File: src/c16x_pkg.sv
`timescale 1ns / 1ps
// ----------------------------------------------------------------------------
// c16x_pkg
// Shared types, opcodes and helpers for the 16-bit execute step.
// ----------------------------------------------------------------------------
package c16x_pkg;

    localparam int DATA_WORDS_DEF = 1024;
    localparam int MEM_ADDR_W     = 10;
    localparam logic [15:0] PC_RESET = 16'd1;

    typedef enum logic [3:0] {
        OP_BEQ   = 4'h0,
        OP_BNE   = 4'h1,
        OP_BLT   = 4'h2,
        OP_BGT   = 4'h3,
        OP_ADDI  = 4'h4,
        OP_MULI  = 4'h5,
        OP_LOAD  = 4'h6,
        OP_STORE = 4'h7,
        OP_SLLI  = 4'h8,
        OP_SUB   = 4'h9,
        OP_SUBI  = 4'hA,
        OP_JUMP  = 4'hB,
        OP_ADD   = 4'hC,
        OP_MUL   = 4'hD,
        OP_AND   = 4'hE,
        OP_HALT  = 4'hF
    } op_t;

    typedef struct packed {
        logic        taken;
        logic        reg_we;
        logic [2:0]  reg_idx;
        logic [15:0] reg_val;
        logic [15:0] next_pc;
        logic        halt;
        logic        is_load;
        logic        is_store;
        logic [15:0] mem_sum;
    } exec_t;

    function automatic logic [15:0] sext6(input logic [5:0] v);
        return {{10{v[5]}}, v};
    endfunction

    function automatic logic [15:0] sext12(input logic [11:0] v);
        return {{4{v[11]}}, v};
    endfunction

endpackage

File: src/c16x_regfile.sv
`timescale 1ns / 1ps
// ----------------------------------------------------------------------------
// c16x_regfile
// Eight 16-bit registers, one write port, two registered read ports with
// write-through of a same-cycle write.
// ----------------------------------------------------------------------------
module c16x_regfile
    import c16x_pkg::*;
(
    input  logic        clk,
    input  logic        rst_n,
    input  logic        rd_en,
    input  logic [2:0]  rd_addr_a,
    input  logic [2:0]  rd_addr_b,
    output logic [15:0] rd_data_a,
    output logic [15:0] rd_data_b,
    input  logic        wr_en,
    input  logic [2:0]  wr_addr,
    input  logic [15:0] wr_data
);

    logic [15:0] regs_reg [8];
    logic [15:0] rd_a_reg;
    logic [15:0] rd_b_reg;

    always_ff @(posedge clk or negedge rst_n)
    begin
        if (!rst_n)
        begin
            for (int i = 0; i < 8; i++)
            begin
                regs_reg[i] <= '0;
            end
        end
        else if (wr_en)
        begin
            regs_reg[wr_addr] <= wr_data;
        end
    end

    // forward the write that lands on the same edge
    always_ff @(posedge clk)
    begin
        if (rd_en)
        begin
            rd_a_reg <= (wr_en && wr_addr == rd_addr_a) ? wr_data : regs_reg[rd_addr_a];
            rd_b_reg <= (wr_en && wr_addr == rd_addr_b) ? wr_data : regs_reg[rd_addr_b];
        end
    end

    assign rd_data_a = rd_a_reg;
    assign rd_data_b = rd_b_reg;

endmodule

File: config.mk
export PLATFORM = sky130hd
export DESIGN_NAME = c16x_regfile
export DESIGN_NICKNAME = d
export VERILOG_FILES = /design/src/c16x_pkg.sv /design/src/c16x_regfile.sv
export SDC_FILE = /design/constraint.sdc
export NUM_CORES = 1
export LEC_CHECK = 0
export BUFFER_PORTS_ARGS = -buffer_cell sky130_fd_sc_hd__buf_2
export CAP_MARGIN = 10
export CORE_MARGIN = 2
export CORE_UTILIZATION = 55
export CTS_CLUSTER_DIAMETER = 30
export DETAILED_ROUTE_END_ITERATION = 10
export GPL_TIMING_DRIVEN = 0
export PLACE_DENSITY_LB_ADDON = 0.08
export SYNTH_ARGS = -nofsm -noshare
export SYNTH_HDL_FRONTEND = slang
export SYNTH_SLANG_ARGS = --single-unit
File: constraint.sdc
create_clock -name clk -period 2.09 [get_ports clk]
set_input_delay 0.1045 -clock clk [delete_from_list [all_inputs] [get_ports clk]]
set_output_delay 0.1045 -clock clk [all_outputs]
set_load 0.1 [all_outputs]
## Word level (Yosys, flattened, before mapping)

Index checks and enable logic that the tools add are counted.
Widths: inputs -> output; s select.

- Memories kept: 0
- Bits in writable memories: 0
- Bits in read-only memories: 0
- Register bits after elaboration: 160
- Latch bits: 0

- Eq/ne operators: 2
- $mul: 0
- Divide/modulo/power cells: 0
- Shift operators: 0
- Reductions and logical operators: 3
- Add/sub/neg operators: 0
- Muxes and demuxes: 11
- Bitwise logic cells: 3
- $lt $le $gt $ge: 4

Operators by type and width:

| kind | number |
|---|---|
| $bwmux 128 | 1 |
| $mux 16 | 7 |
| $bmux 16 s3 | 2 |
| $demux 16 s3 | 1 |
| $ge 4x4->1 const B | 3 |
| $not 3->4 | 3 |
| $eq 3x3->1 | 2 |
| $lt 4x1->1 const B | 1 |
| $logic_and 1x1->1 | 3 |

## Depth between registers and ports, before layout

- Word-level depth: 6
- Gate-level depth with buffers: 6
- Gate-level depth less buffers: 3

## Worst setup path before layout

OpenSTA, ideal clock, no wires.

- Path type: input port to flip-flop
- Start: input port rd_addr_b[1]
- End: register rd_b_reg[14], in the netlist rd_data_b[14], data pin
- Library setup time: 0.260 ns
- Slack: 0.371 ns
- Data arrival time: 1.459 ns
- Buffers on the path: 2
- Data required time: 1.830 ns
- Cell stages on the path: 5
- Cell sequence: clkbuf_1 clkbuf_1 mux4_2 mux2_2 mux2_4

- Word-level cells in the longest chain between the ends: 5
- Elaborated cells between the ends (all ways): 7

Ends and longest elaborated chain:

| what | line | RTL |
|---|---|---|
| start, declared | c16x_regfile.sv:14 | `input logic [2:0] rd_addr_b,` |
| $not 3->4 (implied by the code) | c16x_regfile.sv:47 | `rd_b_reg <= (wr_en && wr_addr == rd_addr_b) ? wr_data : regs_reg[rd_addr_b];` |
| $bmux 16 s3 | c16x_regfile.sv:47 |  |
| $mux 16 (implied by the code) (2 in a row) | c16x_regfile.sv:47 |  |
| $mux 16 (*) | c16x_regfile.sv:47 |  |
| end signal, assigned | c16x_regfile.sv:47 |  |
| end, declared | c16x_regfile.sv:24 | `logic [15:0] rd_b_reg;` |

Every way passes the cells marked *; elsewhere a longest branch is shown, timed or not. The select of a mux whose other input is x is not followed.
A chain may end at the register's enable or synchronous reset.

## Final worst setup path

- Start: input port rd_addr_a[1]
- End: register rd_a_reg[11], in the netlist rd_data_a[11], data pin

- Word-level cells in the longest chain between the ends: 5
- Elaborated cells between the ends (all ways): 7

Ends and longest elaborated chain:

| what | line | RTL |
|---|---|---|
| start, declared | c16x_regfile.sv:13 | `input logic [2:0] rd_addr_a,` |
| $not 3->4 (implied by the code) | c16x_regfile.sv:46 | `rd_a_reg <= (wr_en && wr_addr == rd_addr_a) ? wr_data : regs_reg[rd_addr_a];` |
| $bmux 16 s3 | c16x_regfile.sv:46 |  |
| $mux 16 (implied by the code) (2 in a row) | c16x_regfile.sv:46 |  |
| $mux 16 (*) | c16x_regfile.sv:46 |  |
| end signal, assigned | c16x_regfile.sv:46 |  |
| end, declared | c16x_regfile.sv:23 | `logic [15:0] rd_a_reg;` |

Marked as above.

==> results.yml <==
die:
  start_util_pct: 55.9
  core_sq_um: 15100
  rows: 45
  die-area_sq_um: 16400
  ioPinCount: 61
  dieHeight_um: 128
  die_w_um: 128
worst_setup_path:
  crit_required_ns: 2.26
  crit_chain: "clkbuf_1 > clkdlybuf4s15_1 > mux4_1 > mux2_2 > mux2_2"
  critical_path_class: "in -> reg"
  end_kind: "flip-flop"
  worst-path-max-fanout: 10
  crit_top_cell: "mux2_2"
  regToRegSetupSlack_ns: 0.35
  crit_path_top_delay_cell: "clkdlybuf4s15_1"
  path_delay_family: "buffers and inverters"
  crit_arrival_ns: 2.16
  max_stage_delay_ns: 0.78
  critPathLaunchType: "input port"
  worst-path-buf-inv: 2
global_routing:
  grt_pass1_wl_mm: 29.3
  gr-total-overflow: 0
  antenna_found_initial: 1
  grt_pass1_vias: 4765
  grt_start_max_net_pins: 73
  grt_usage_pct: 25.3
run:
  maxCapViolCount: 0
synthesis:
  postSynthCellCount: 484
  synth_cell_types: 18
  synth_area_sq_um: 8470
  syn-num-nets: 513
  syn_area_per_cell_sq_um: 17.5
  ys_ff_latch: 160
  yosysWarnings: 0
  yosysSeqAreaShare_pct: 49.2
routing:
  drc_errors: 0
  first_pass_iters: 4
  drtIter0Drc: 310
  route.vias.total: 4704
  antenna_left: 0
  vias_per_cell: 6.36
  wl_per_cell_um: 26.2
  wl_mm: 19.4
timing:
  tightest_slew_ns: 0.889
  tns_ns: 0
  hold_viol_final: 0
  min_period_ns: 1.98
  finalSetupViolCount: 0
  timing.final.ws_setup_ns: 0.107
  hold_slack_ns: 0.195
  slew_headroom_pct: 40.8
  skew_ns: 0.00782
  drv_slew: 0
  rsz0062_at_grt: "false"
  max_freq_mhz: 504
  final.period_utilization_pct: 94.9
outcome:
  status: "completed"
cells_and_area:
  instances_no_fill: 740
  mostFrequentLayoutCell: "mux2_2"
  final_cell_mix: "mux2_2 (181), dfrtp_1 (128), mux4_1 (60)"
  fin_nets: 568
  area_delta_synth_final_pct: 11.9
  diodes: 0
  drive_above_1_share_pct: 51.8
  largest_reg_flops: 128
clocking:
  clkSinkCount: 160
  cts_buffers: 17
  cts_root_buffer: "clkbuf_16"
  cts_max_level: 4
  clk_pin_slew_ns: 0.06
  cts.path.max_buffers: 2
  cts_tree: "built"
  post_cts.repair.setup_buffers: 0
  clk_latency_ns: 0.42
pwr:
  leakagePower_nw: 4.02
  p_clk_share_pct: 29.4
  pwr-share-seq_pct: 42.9
  internal_power_mw: 6.97
  swShare_pct: 30.1
  p_comb_share_pct: 27.6
  peakVddDrop_mv: 0.589
  p_sw_mw: 3.01
  p_per_area_nw_per_um2: 1050
  power_mw: 9.98
placement:
  dpl.hpwl_mm: 12.1
  post-place-ws_ns: -0.348
  gp_congestion: 0.741
  place.port_buffers: 34
  placed_cells: 707
worst_hold_path:
  hp-class: "in -> reg"
-- synth_stat cells --
master    count  area share, %
nand4b_1      3           0.31
nor3_2        2           0.24
nor3b_2       2           0.30
mux4_1       60             19
xnor2_1       6           0.62
nand2b_1      1          0.074
nand4_1       3           0.22
edfxtp_1     32             11
buf_1        16           0.71
buf_2        13           0.77
buf_6         9            1.2
clkbuf_1      9           0.40
dfrtp_1     128             38
nand2_1       1          0.044
mux2_4       11            2.0
mux2_2      181             24
buf_4         3           0.27
mux4_2        4            1.1
-- per-stage QoR --
stage / util [%] / instance area, sq um
after floorplan: - / 8470
after global routing: 62.6 / 9480
after CTS: 62.6 / 9470
after detailed placement: 58.8 / 8910
final: 62.6 / 9480
after global placement: 58.6 / 8870
-- worst paths after layout --
path,start,to,depth (start not counted)
min reg2reg,regs_reg[33]$_DFFE_PN0P_,regs_reg[33]$_DFFE_PN0P_,1
max,rd_addr_a[1],rd_data_a[11]$_DFFE_PP_,5
max reg2reg,regs_reg[107]$_DFFE_PN0P_,rd_data_a[11]$_DFFE_PP_,3
max in group asynchronous,rst_n,regs_reg[6]$_DFFE_PN0P_,3
min,wr_data[9],regs_reg[9]$_DFFE_PN0P_,2
min in group asynchronous,rst_n,regs_reg[16]$_DFFE_PN0P_,2
-- logic make-up (layout without fill, tap and decap cells) --
logic type / count (synthesis) / after routing / share of synthesized area [%]
AND/OR/NAND/NOR: 12 / 12 / 1.18
buffers and inverters: 50 / 118 / 3.34
flip-flops: 160 / 160 / 49.2
XOR/XNOR: 6 / 6 / 0.620
multiplexers: 256 / 256 / 45.7
-- area by class of cell --
type                            instances  area [sq um]
Fill cell                            1114          5670
Tap cell                              188           235
Multi-Input combinational cell        274          4020
Sequential cell                       160          4160
Timing Repair Buffer                   36           214
Clock buffer                           26           499
Clock inverter                          6          56.3
Buffer                                 50           289
-- routing by layer --
metal  track usage, %  up-vias  part of all wire [%]
li1                 -     2046                     -
met1             36.0     2521                    47
met2             39.1      111                    47
met3             5.97       24                   4.5
met4             7.56        2                   1.6
met5                0        -                 0.057
-- power groups by stage --
| stage | registers (mW) | logic, mW | clock network (mW) |
|---|---|---|---|
| 2_1_floorplan | 5.05 | 1.52 | 0 |
| 3_3_place_gp | 4.27 | 2.71 | 0 |
| 3_5_place_dp | 4.33 | 2.77 | 0 |
| 4_1_cts | 4.27 | 2.78 | 2.98 |
| 5_1_grt | 4.37 | 2.91 | 3.13 |
| 6_report | 4.28 | 2.76 | 2.94 |
-- repair_timing --
| action | in CTS | in global routing |
|---|---|---|
| hold buffers | 1 | 0 |
| gates resized for setup | 0 | 2 |
| endpoints found under the setup margin | 0 | 1 |
| hold endpoints to repair | 56 | 0 |
No activity file was read; power rests on OpenSTA's default activity.
