### config.mk
export PLATFORM = sky130hd
export DESIGN_NAME = c16x_alu
export DESIGN_NICKNAME = d
export VERILOG_FILES = /design/src/c16x_pkg.sv /design/src/c16x_alu.sv
export SDC_FILE = /design/constraint.sdc
export NUM_CORES = 1
export LEC_CHECK = 0
export BUFFER_PORTS_ARGS = -buffer_cell sky130_fd_sc_hd__buf_4
export CAP_MARGIN = 20
export CORE_UTILIZATION = 45
export DETAILED_ROUTE_END_ITERATION = 10
export PLACE_DENSITY = 0.64
export SYNTH_ARGS = -nofsm -noshare
export SYNTH_HDL_FRONTEND = slang
export SYNTH_SLANG_ARGS = --single-unit
### constraint.sdc
create_clock -name vclk -period 7.75
set_clock_uncertainty 0.15 [all_clocks]
set_input_delay 1.1625 -clock vclk [all_inputs]
set_output_delay 1.1625 -clock vclk [all_outputs]
set_load 0.1 [all_outputs]
### src/c16x_pkg.sv
`timescale 1ns / 1ps
// ----------------------------------------------------------------------------
// c16x_pkg
// Shared types, opcodes and helpers for the 16-bit execute step.
// ----------------------------------------------------------------------------
package c16x_pkg;

    localparam int DATA_WORDS_DEF = 1024;
    localparam int MEM_ADDR_W     = 10;
    localparam logic [15:0] PC_RESET = 16'd1;

    typedef enum logic [3:0] {
        OP_BEQ   = 4'h0,
        OP_BNE   = 4'h1,
        OP_BLT   = 4'h2,
        OP_BGT   = 4'h3,
        OP_ADDI  = 4'h4,
        OP_MULI  = 4'h5,
        OP_LOAD  = 4'h6,
        OP_STORE = 4'h7,
        OP_SLLI  = 4'h8,
        OP_SUB   = 4'h9,
        OP_SUBI  = 4'hA,
        OP_JUMP  = 4'hB,
        OP_ADD   = 4'hC,
        OP_MUL   = 4'hD,
        OP_AND   = 4'hE,
        OP_HALT  = 4'hF
    } op_t;

    typedef struct packed {
        logic        taken;
        logic        reg_we;
        logic [2:0]  reg_idx;
        logic [15:0] reg_val;
        logic [15:0] next_pc;
        logic        halt;
        logic        is_load;
        logic        is_store;
        logic [15:0] mem_sum;
    } exec_t;

    function automatic logic [15:0] sext6(input logic [5:0] v);
        return {{10{v[5]}}, v};
    endfunction

    function automatic logic [15:0] sext12(input logic [11:0] v);
        return {{4{v[11]}}, v};
    endfunction

endpackage

### src/c16x_alu.sv
`timescale 1ns / 1ps
// ----------------------------------------------------------------------------
// c16x_alu
// Decode and execute one instruction: branch test, arithmetic, shift,
// next program counter and the unreduced memory address sum.
// ----------------------------------------------------------------------------
module c16x_alu
    import c16x_pkg::*;
(
    input  logic [15:0] instr,
    input  logic [15:0] a,
    input  logic [15:0] b,
    input  logic [15:0] pc,
    output exec_t       ex
);

    always_comb
    begin
        op_t         op;
        logic [15:0] imm6;
        logic [15:0] imm12;
        logic [15:0] pc_inc;
        logic [15:0] mul_b;
        logic [31:0] prod;
        logic [15:0] offset;

        op     = op_t'(instr[15:12]);
        imm6   = sext6(instr[5:0]);
        imm12  = sext12(instr[11:0]);
        pc_inc = pc + 16'd1;
        mul_b  = (op == OP_MULI) ? imm6 : b;
        prod   = a * mul_b;
        ex     = '0;

        case (op)
            OP_BEQ:   ex.taken = (a == b);
            OP_BNE:   ex.taken = (a != b);
            OP_BLT:   ex.taken = ($signed(a) < $signed(b));
            OP_BGT:   ex.taken = ($signed(a) > $signed(b));
            OP_ADDI:
            begin
                ex.reg_we  = 1'b1;
                ex.reg_idx = instr[8:6];
                ex.reg_val = a + imm6;
            end
            OP_MULI:
            begin
                ex.reg_we  = 1'b1;
                ex.reg_idx = instr[8:6];
                ex.reg_val = prod[15:0];
            end
            OP_SUBI:
            begin
                ex.reg_we  = 1'b1;
                ex.reg_idx = instr[8:6];
                ex.reg_val = a - imm6;
            end
            OP_SLLI:
            begin
                ex.reg_we  = 1'b1;
                ex.reg_idx = instr[8:6];
                ex.reg_val = (imm6[5:4] == 2'b00) ? (a << imm6[3:0]) : 16'd0;
            end
            OP_LOAD:
            begin
                ex.reg_we  = 1'b1;
                ex.reg_idx = instr[8:6];
                ex.is_load = 1'b1;
            end
            OP_STORE: ex.is_store = 1'b1;
            OP_SUB:
            begin
                ex.reg_we  = 1'b1;
                ex.reg_idx = instr[5:3];
                ex.reg_val = a - b;
            end
            OP_ADD:
            begin
                ex.reg_we  = 1'b1;
                ex.reg_idx = instr[5:3];
                ex.reg_val = a + b;
            end
            OP_MUL:
            begin
                ex.reg_we  = 1'b1;
                ex.reg_idx = instr[5:3];
                ex.reg_val = prod[15:0];
            end
            OP_AND:
            begin
                ex.reg_we  = 1'b1;
                ex.reg_idx = instr[5:3];
                ex.reg_val = a & b;
            end
            OP_JUMP:  ex.taken = 1'b1;
            OP_HALT:  ex.halt  = 1'b1;
            default:  ex.halt  = 1'b0;
        endcase

        offset     = (op == OP_JUMP) ? imm12 : imm6;
        ex.next_pc = ex.taken ? (pc_inc + offset) : pc_inc;
        ex.mem_sum = a + imm6;
    end

endmodule

### Yosys cells after proc, flatten, opt, wreduce, memory -nomap -nowiden

Index checks and enable logic that the tools add are counted.

* register bits: 0
* bits of input ports: 64
* output and inout bits: 56
* word-level logic and storage cells: 43

* add/sub/neg operators: 6
* $mul: 1
* magnitude comparators: 2
* equality and inequality tests: 17
* shift operators: 1
* muxes and demuxes: 10
* bitwise logic cells: 1
* reduce and logical (&&, ||, !) cells: 5

Operators by type and width (count)
* $pmux 16 s7: 1
* $mux 16: 4
* $add 16x16->16: 3
* $eq 4x4->1 const B: 8
* $sub 16x16->16: 2
* $add 16x1->16 const B: 1
* $and 16x16->16: 1
* $eq 16x16->1: 1
* $eq 4x3->1 const B: 4
* $gt 16x16->1: 1
* $lt 16x16->1: 1
* $mul 16x16->16: 1
* $ne 16x16->1: 1
* $shl 16x4->16: 1
* $eq 4x2->1 const B: 2
* $pmux 4 s2: 1
* $pmux 1 s5: 1
* $reduce_or 5->1: 1
* $eq 4x1->1 const B: 1
* $logic_not 4->1: 1
* $reduce_or 4->1: 1
* $mux 1: 3
* $logic_not 2->1: 1
* $reduce_or 2->1: 1

### Logic depth before layout (Yosys ltp)

* depth in word-level cells: 4
* mapped depth: 27
* depth with buffers taken out: 24

### Worst setup path after synthesis

OpenSTA, ideal clock, no wires.

* path kind: in2out
* from: input port instr[15]
* to: output port ex[50] (netlist name)
* arrival time: 7998 ps
* data required time: 6438 ps
* slack: -1561 ps
* cell stages on the path: 26
* path buffers: 4
* path through: buf_4 > and4bb_1 > buf_6 > buf_6 > nor2_1 > a21o_1 > clkbuf_1 > and2_1 > fa_1 > inv_1 > fa_1 > inv_1 > fa_1 > fa_1 > inv_1 > fa_1 > fa_1 > xnor2_1 > xnor2_1 > xnor2_1 > xnor2_1 > xnor2_1 > xnor3_1 > xnor2_1 > xnor2_1 > o21ai_1

RTL lines
* start: declaration: RTL line c16x_alu.sv:10 `input logic [15:0] instr,`
* end: declaration: RTL line c16x_alu.sv:14 `output exec_t ex`

==> out/metrics.yaml <==
die:
  number_of_ports_placed_on_the_die_boundary: 120
  start_util: 0.466
  die_height_um: 145
  fp.dieArea_um2: 21000
  floorplan.die.width_um: 145
  floorplan.core_area_um2: 19700
  placement_rows: 51
timing:
  rsz0062_at_grt: "yes"
  timing_max_transition_violations_final: 0
  max_transition_margin: 0.468
  fin_setup_tns_ps: -3490
  setup_viol: 8
  timing_hold_violations_final: 0
  maximum_frequency_from_static_timing_analysis_mhz: 120
  post-route-min-period_ps: 8340
  timing_worst_slew_pin_value_ps: 788
  finalCritPeriodShare: 1.08
  setup_ws_ps: -587
  hold_slack_ps: 2630
setup_path:
  worst_ep_arrival_time_ps: 7020
  end_kind: "primary output"
  slowest_stage: "sky130_fd_sc_hd__fa_1"
  crit_top_cell: "sky130_fd_sc_hd__fa_1"
  timing.critical_path.required_ps: 6440
  cpPeakStageDelay_ps: 550
  critical_path.max_fanout: 5
  critical_path.startpoint_type: "primary input"
  worstSetupPathType: "primary input to primary output"
placement:
  place_area_um2: 11300
  place.port_buffers: 120
  gp_routability_congestion: 0.975
  detailedPlacementHpwl_um: 27900
synthesis:
  synth_compound_area_frac: 0.204
  syn-num-nets: 1511
  synth_xor_xnor_area_share: 0.0943
  synth_area_per_cell_um2: 7.47
  synthesized_area_fraction_occupied_by_adder_cells: 0.362
  post_synth_and_or_nand_nor_area_fraction: 0.204
  synth.yosys.warnings: 0
  post_synth_mux_area_share: 0.0463
  synth_cell_type_count: 71
  netlist_instances: 1231
  combined_area_of_all_synthesized_cells_um2: 9200
  synth-seq-area-share: 0
  largest_family_of_logic_cells_by_synthesized_area: "adder cells"
global_routing:
  first_pass_grt_wire_length_um: 52200
  grt_max_degree: 32
  grt_antenna_before_repair: 0
  grt_usage: 0.312
  via_count_of_the_first_global_routing_pass: 9442
  grt_overflow_total: 0
worst_hold_path:
  hold_path_end: "ex[19]"
  min-delay-start: "pc[0]"
  hold_class: "primary input to primary output"
  whs_path_depth: 3
detailed_routing:
  viasPerCell: 5.76
  post-route-drc-count: 0
  route.final.wire_length_um: 33300
  routed_wire_length_per_instance_um: 19.5
  detail_route.first_pass.iterations: 5
  detailroute.via_count: 9831
  first_iter_violations: 722
  ant_nets: 0
final_layout:
  final_net_count: 1723
  design.seq.count: 0
  areaGrowthSynthToFinish_pct: 27.3
  final_design_area_no_fill_um2: 11700
  n_clock_buffer: 0
  regArea_um2: 0
  post_route_cells_drive_above_1_share: 0.231
  insertedDiodeCount: 0
power_and_ir_drop:
  overall_power_of_the_completed_layout_uw: 3780
  power.density_nw_per_um2: 323
  total_leakage_power_uw: 0.00577
  power.ir.vdd_worst_mv: 0.434
outcome:
  failed_checks: "setup timing"
  status: "complete, but fails checks"
run:
  cap_viol_max_count: 0
clocking:
  holdBufCountCts: 0
==> repair_timing <==
| item | in CTS | in global routing |
|---|---|---|
| cloned | 3 | 0 |
| endpoints found under the setup margin | 8 | 9 |
| buffers inserted | 6 | 3 |
| pin swaps | 6 | 7 |
| resized for setup | 48 | 27 |
==> worst max-delay path: cells and delay by family <==
| family | cells | cell delay [ps] |
|---|---|---|
| adders and majority gates | 7 | 3010 |
| AOI/OAI and AO/OA | 5 | 1230 |
| buffers and inverters | 9 | 940 |
| and+or+nand+nor | 5 | 440 |
| muxes | 1 | 210 |
==> per-stage QoR <==
stage	setup slack, ps	instances	utilization
CTS	-586	1703	0.585
floorplan	-932	1231	-
finish	-587	1706	0.594
global route	-775	1706	0.594
global placement	-651	1694	0.571
detailed placement	-755	1694	0.571
==> synthesized netlist by cell type, types with 4 or more instances <==
cell type                    n  share of area
sky130_fd_sc_hd__inv_1     158          0.064
sky130_fd_sc_hd__ha_1      132           0.18
sky130_fd_sc_hd__nand2_1   120          0.049
sky130_fd_sc_hd__nor2_1    119          0.049
sky130_fd_sc_hd__a21oi_1    87          0.047
sky130_fd_sc_hd__fa_1       84           0.18
sky130_fd_sc_hd__xnor2_1    63          0.060
sky130_fd_sc_hd__and2_1     46          0.031
sky130_fd_sc_hd__o21ai_0    46          0.025
sky130_fd_sc_hd__clkbuf_1   32          0.013
sky130_fd_sc_hd__xor2_1     29          0.028
sky130_fd_sc_hd__a21o_1     28          0.023
sky130_fd_sc_hd__nand3_1    23          0.013
sky130_fd_sc_hd__nor2b_1    21          0.014
sky130_fd_sc_hd__mux2i_1    20          0.022
sky130_fd_sc_hd__a22oi_1    17          0.014
sky130_fd_sc_hd__nor3_1     14         0.0076
sky130_fd_sc_hd__a221oi_1   12          0.011
sky130_fd_sc_hd__nand2b_1   12         0.0082
sky130_fd_sc_hd__nand4_1    12         0.0082
sky130_fd_sc_hd__o21a_1     12         0.0098
sky130_fd_sc_hd__a211oi_1   10         0.0082
sky130_fd_sc_hd__or3_1       8         0.0054
sky130_fd_sc_hd__and3_1      7         0.0048
sky130_fd_sc_hd__a31o_2      6         0.0057
sky130_fd_sc_hd__a31oi_1     6         0.0041
sky130_fd_sc_hd__a32o_1      5         0.0054
sky130_fd_sc_hd__a41oi_1     5         0.0048
sky130_fd_sc_hd__buf_2       5         0.0027
sky130_fd_sc_hd__mux4_2      5          0.012
sky130_fd_sc_hd__nor4_1      5         0.0034
sky130_fd_sc_hd__a311oi_1    4         0.0038
sky130_fd_sc_hd__buf_1       4         0.0016
sky130_fd_sc_hd__mux2_2      4         0.0049
sky130_fd_sc_hd__o211ai_1    4         0.0033
sky130_fd_sc_hd__o21ai_1     4         0.0022
sky130_fd_sc_hd__o221ai_1    4         0.0038
==> cell usage in the layout, fill, tap and decap left out, types with 6 or more instances in the layout <==
cell type,synthesis,routed
sky130_fd_sc_hd__buf_4,3,235
sky130_fd_sc_hd__inv_1,158,157
sky130_fd_sc_hd__ha_1,132,126
sky130_fd_sc_hd__nor2_1,119,117
sky130_fd_sc_hd__nand2_1,120,115
sky130_fd_sc_hd__a21oi_1,87,84
sky130_fd_sc_hd__fa_1,84,79
sky130_fd_sc_hd__xnor2_1,63,58
sky130_fd_sc_hd__and2_1,46,44
sky130_fd_sc_hd__o21ai_0,46,44
sky130_fd_sc_hd__xor2_1,29,28
sky130_fd_sc_hd__a21o_1,28,27
sky130_fd_sc_hd__nand3_1,23,23
sky130_fd_sc_hd__nor2b_1,21,21
sky130_fd_sc_hd__mux2i_1,20,18
sky130_fd_sc_hd__a22oi_1,17,17
sky130_fd_sc_hd__nand4_1,12,12
sky130_fd_sc_hd__o21a_1,12,12
sky130_fd_sc_hd__buf_6,3,12
sky130_fd_sc_hd__nand2b_1,12,11
sky130_fd_sc_hd__nor3_1,14,11
sky130_fd_sc_hd__a211oi_1,10,10
sky130_fd_sc_hd__a221oi_1,12,9
sky130_fd_sc_hd__or3_1,8,8
sky130_fd_sc_hd__and3_1,7,7
sky130_fd_sc_hd__buf_12,0,7
sky130_fd_sc_hd__a31o_2,6,6
sky130_fd_sc_hd__xnor2_2,1,6
sky130_fd_sc_hd__a31oi_1,6,6
==> routing by layer <==
layer  global-route usage  share of wire  vias up
li1                     -              -     4637
met1                0.433           0.43     4642
met2                0.494           0.44      479
met3               0.0472          0.091       73
met4               0.0979          0.039        0
met5                    0              0        -
==> worst max-delay path by stage <==
stage	from	endpoint	slack [ps]
floorplan	instr[15]	ex[48]	-930
global placement	instr[13]	ex[50]	-650
detailed placement	instr[13]	ex[50]	-750
CTS	instr[13]	ex[48]	-590
global route	instr[13]	ex[50]	-780
finish	instr[12]	ex[49]	-590
==> kinds of logic after synthesis <==
kind of cell    count (synthesis)
fa+ha+maj                     216
buf+inv                       206
simple gates                  397
xor+xnor                       95
mux                            34
compound gates                283
==> cell type report <==
type	instances	area [um2]
multi-input combinational	1025	8690
fill	1834	8010
timing repair buffer	257	2090
inverter	159	597
tap	265	332
==> report_power, final <==
group          switching (uW)  total [uW]  internal [uW]
clock network               0           0              0
registers                   0           0              0
logic                    2150        3780           1630
Power figures use the tool's default switching activity.
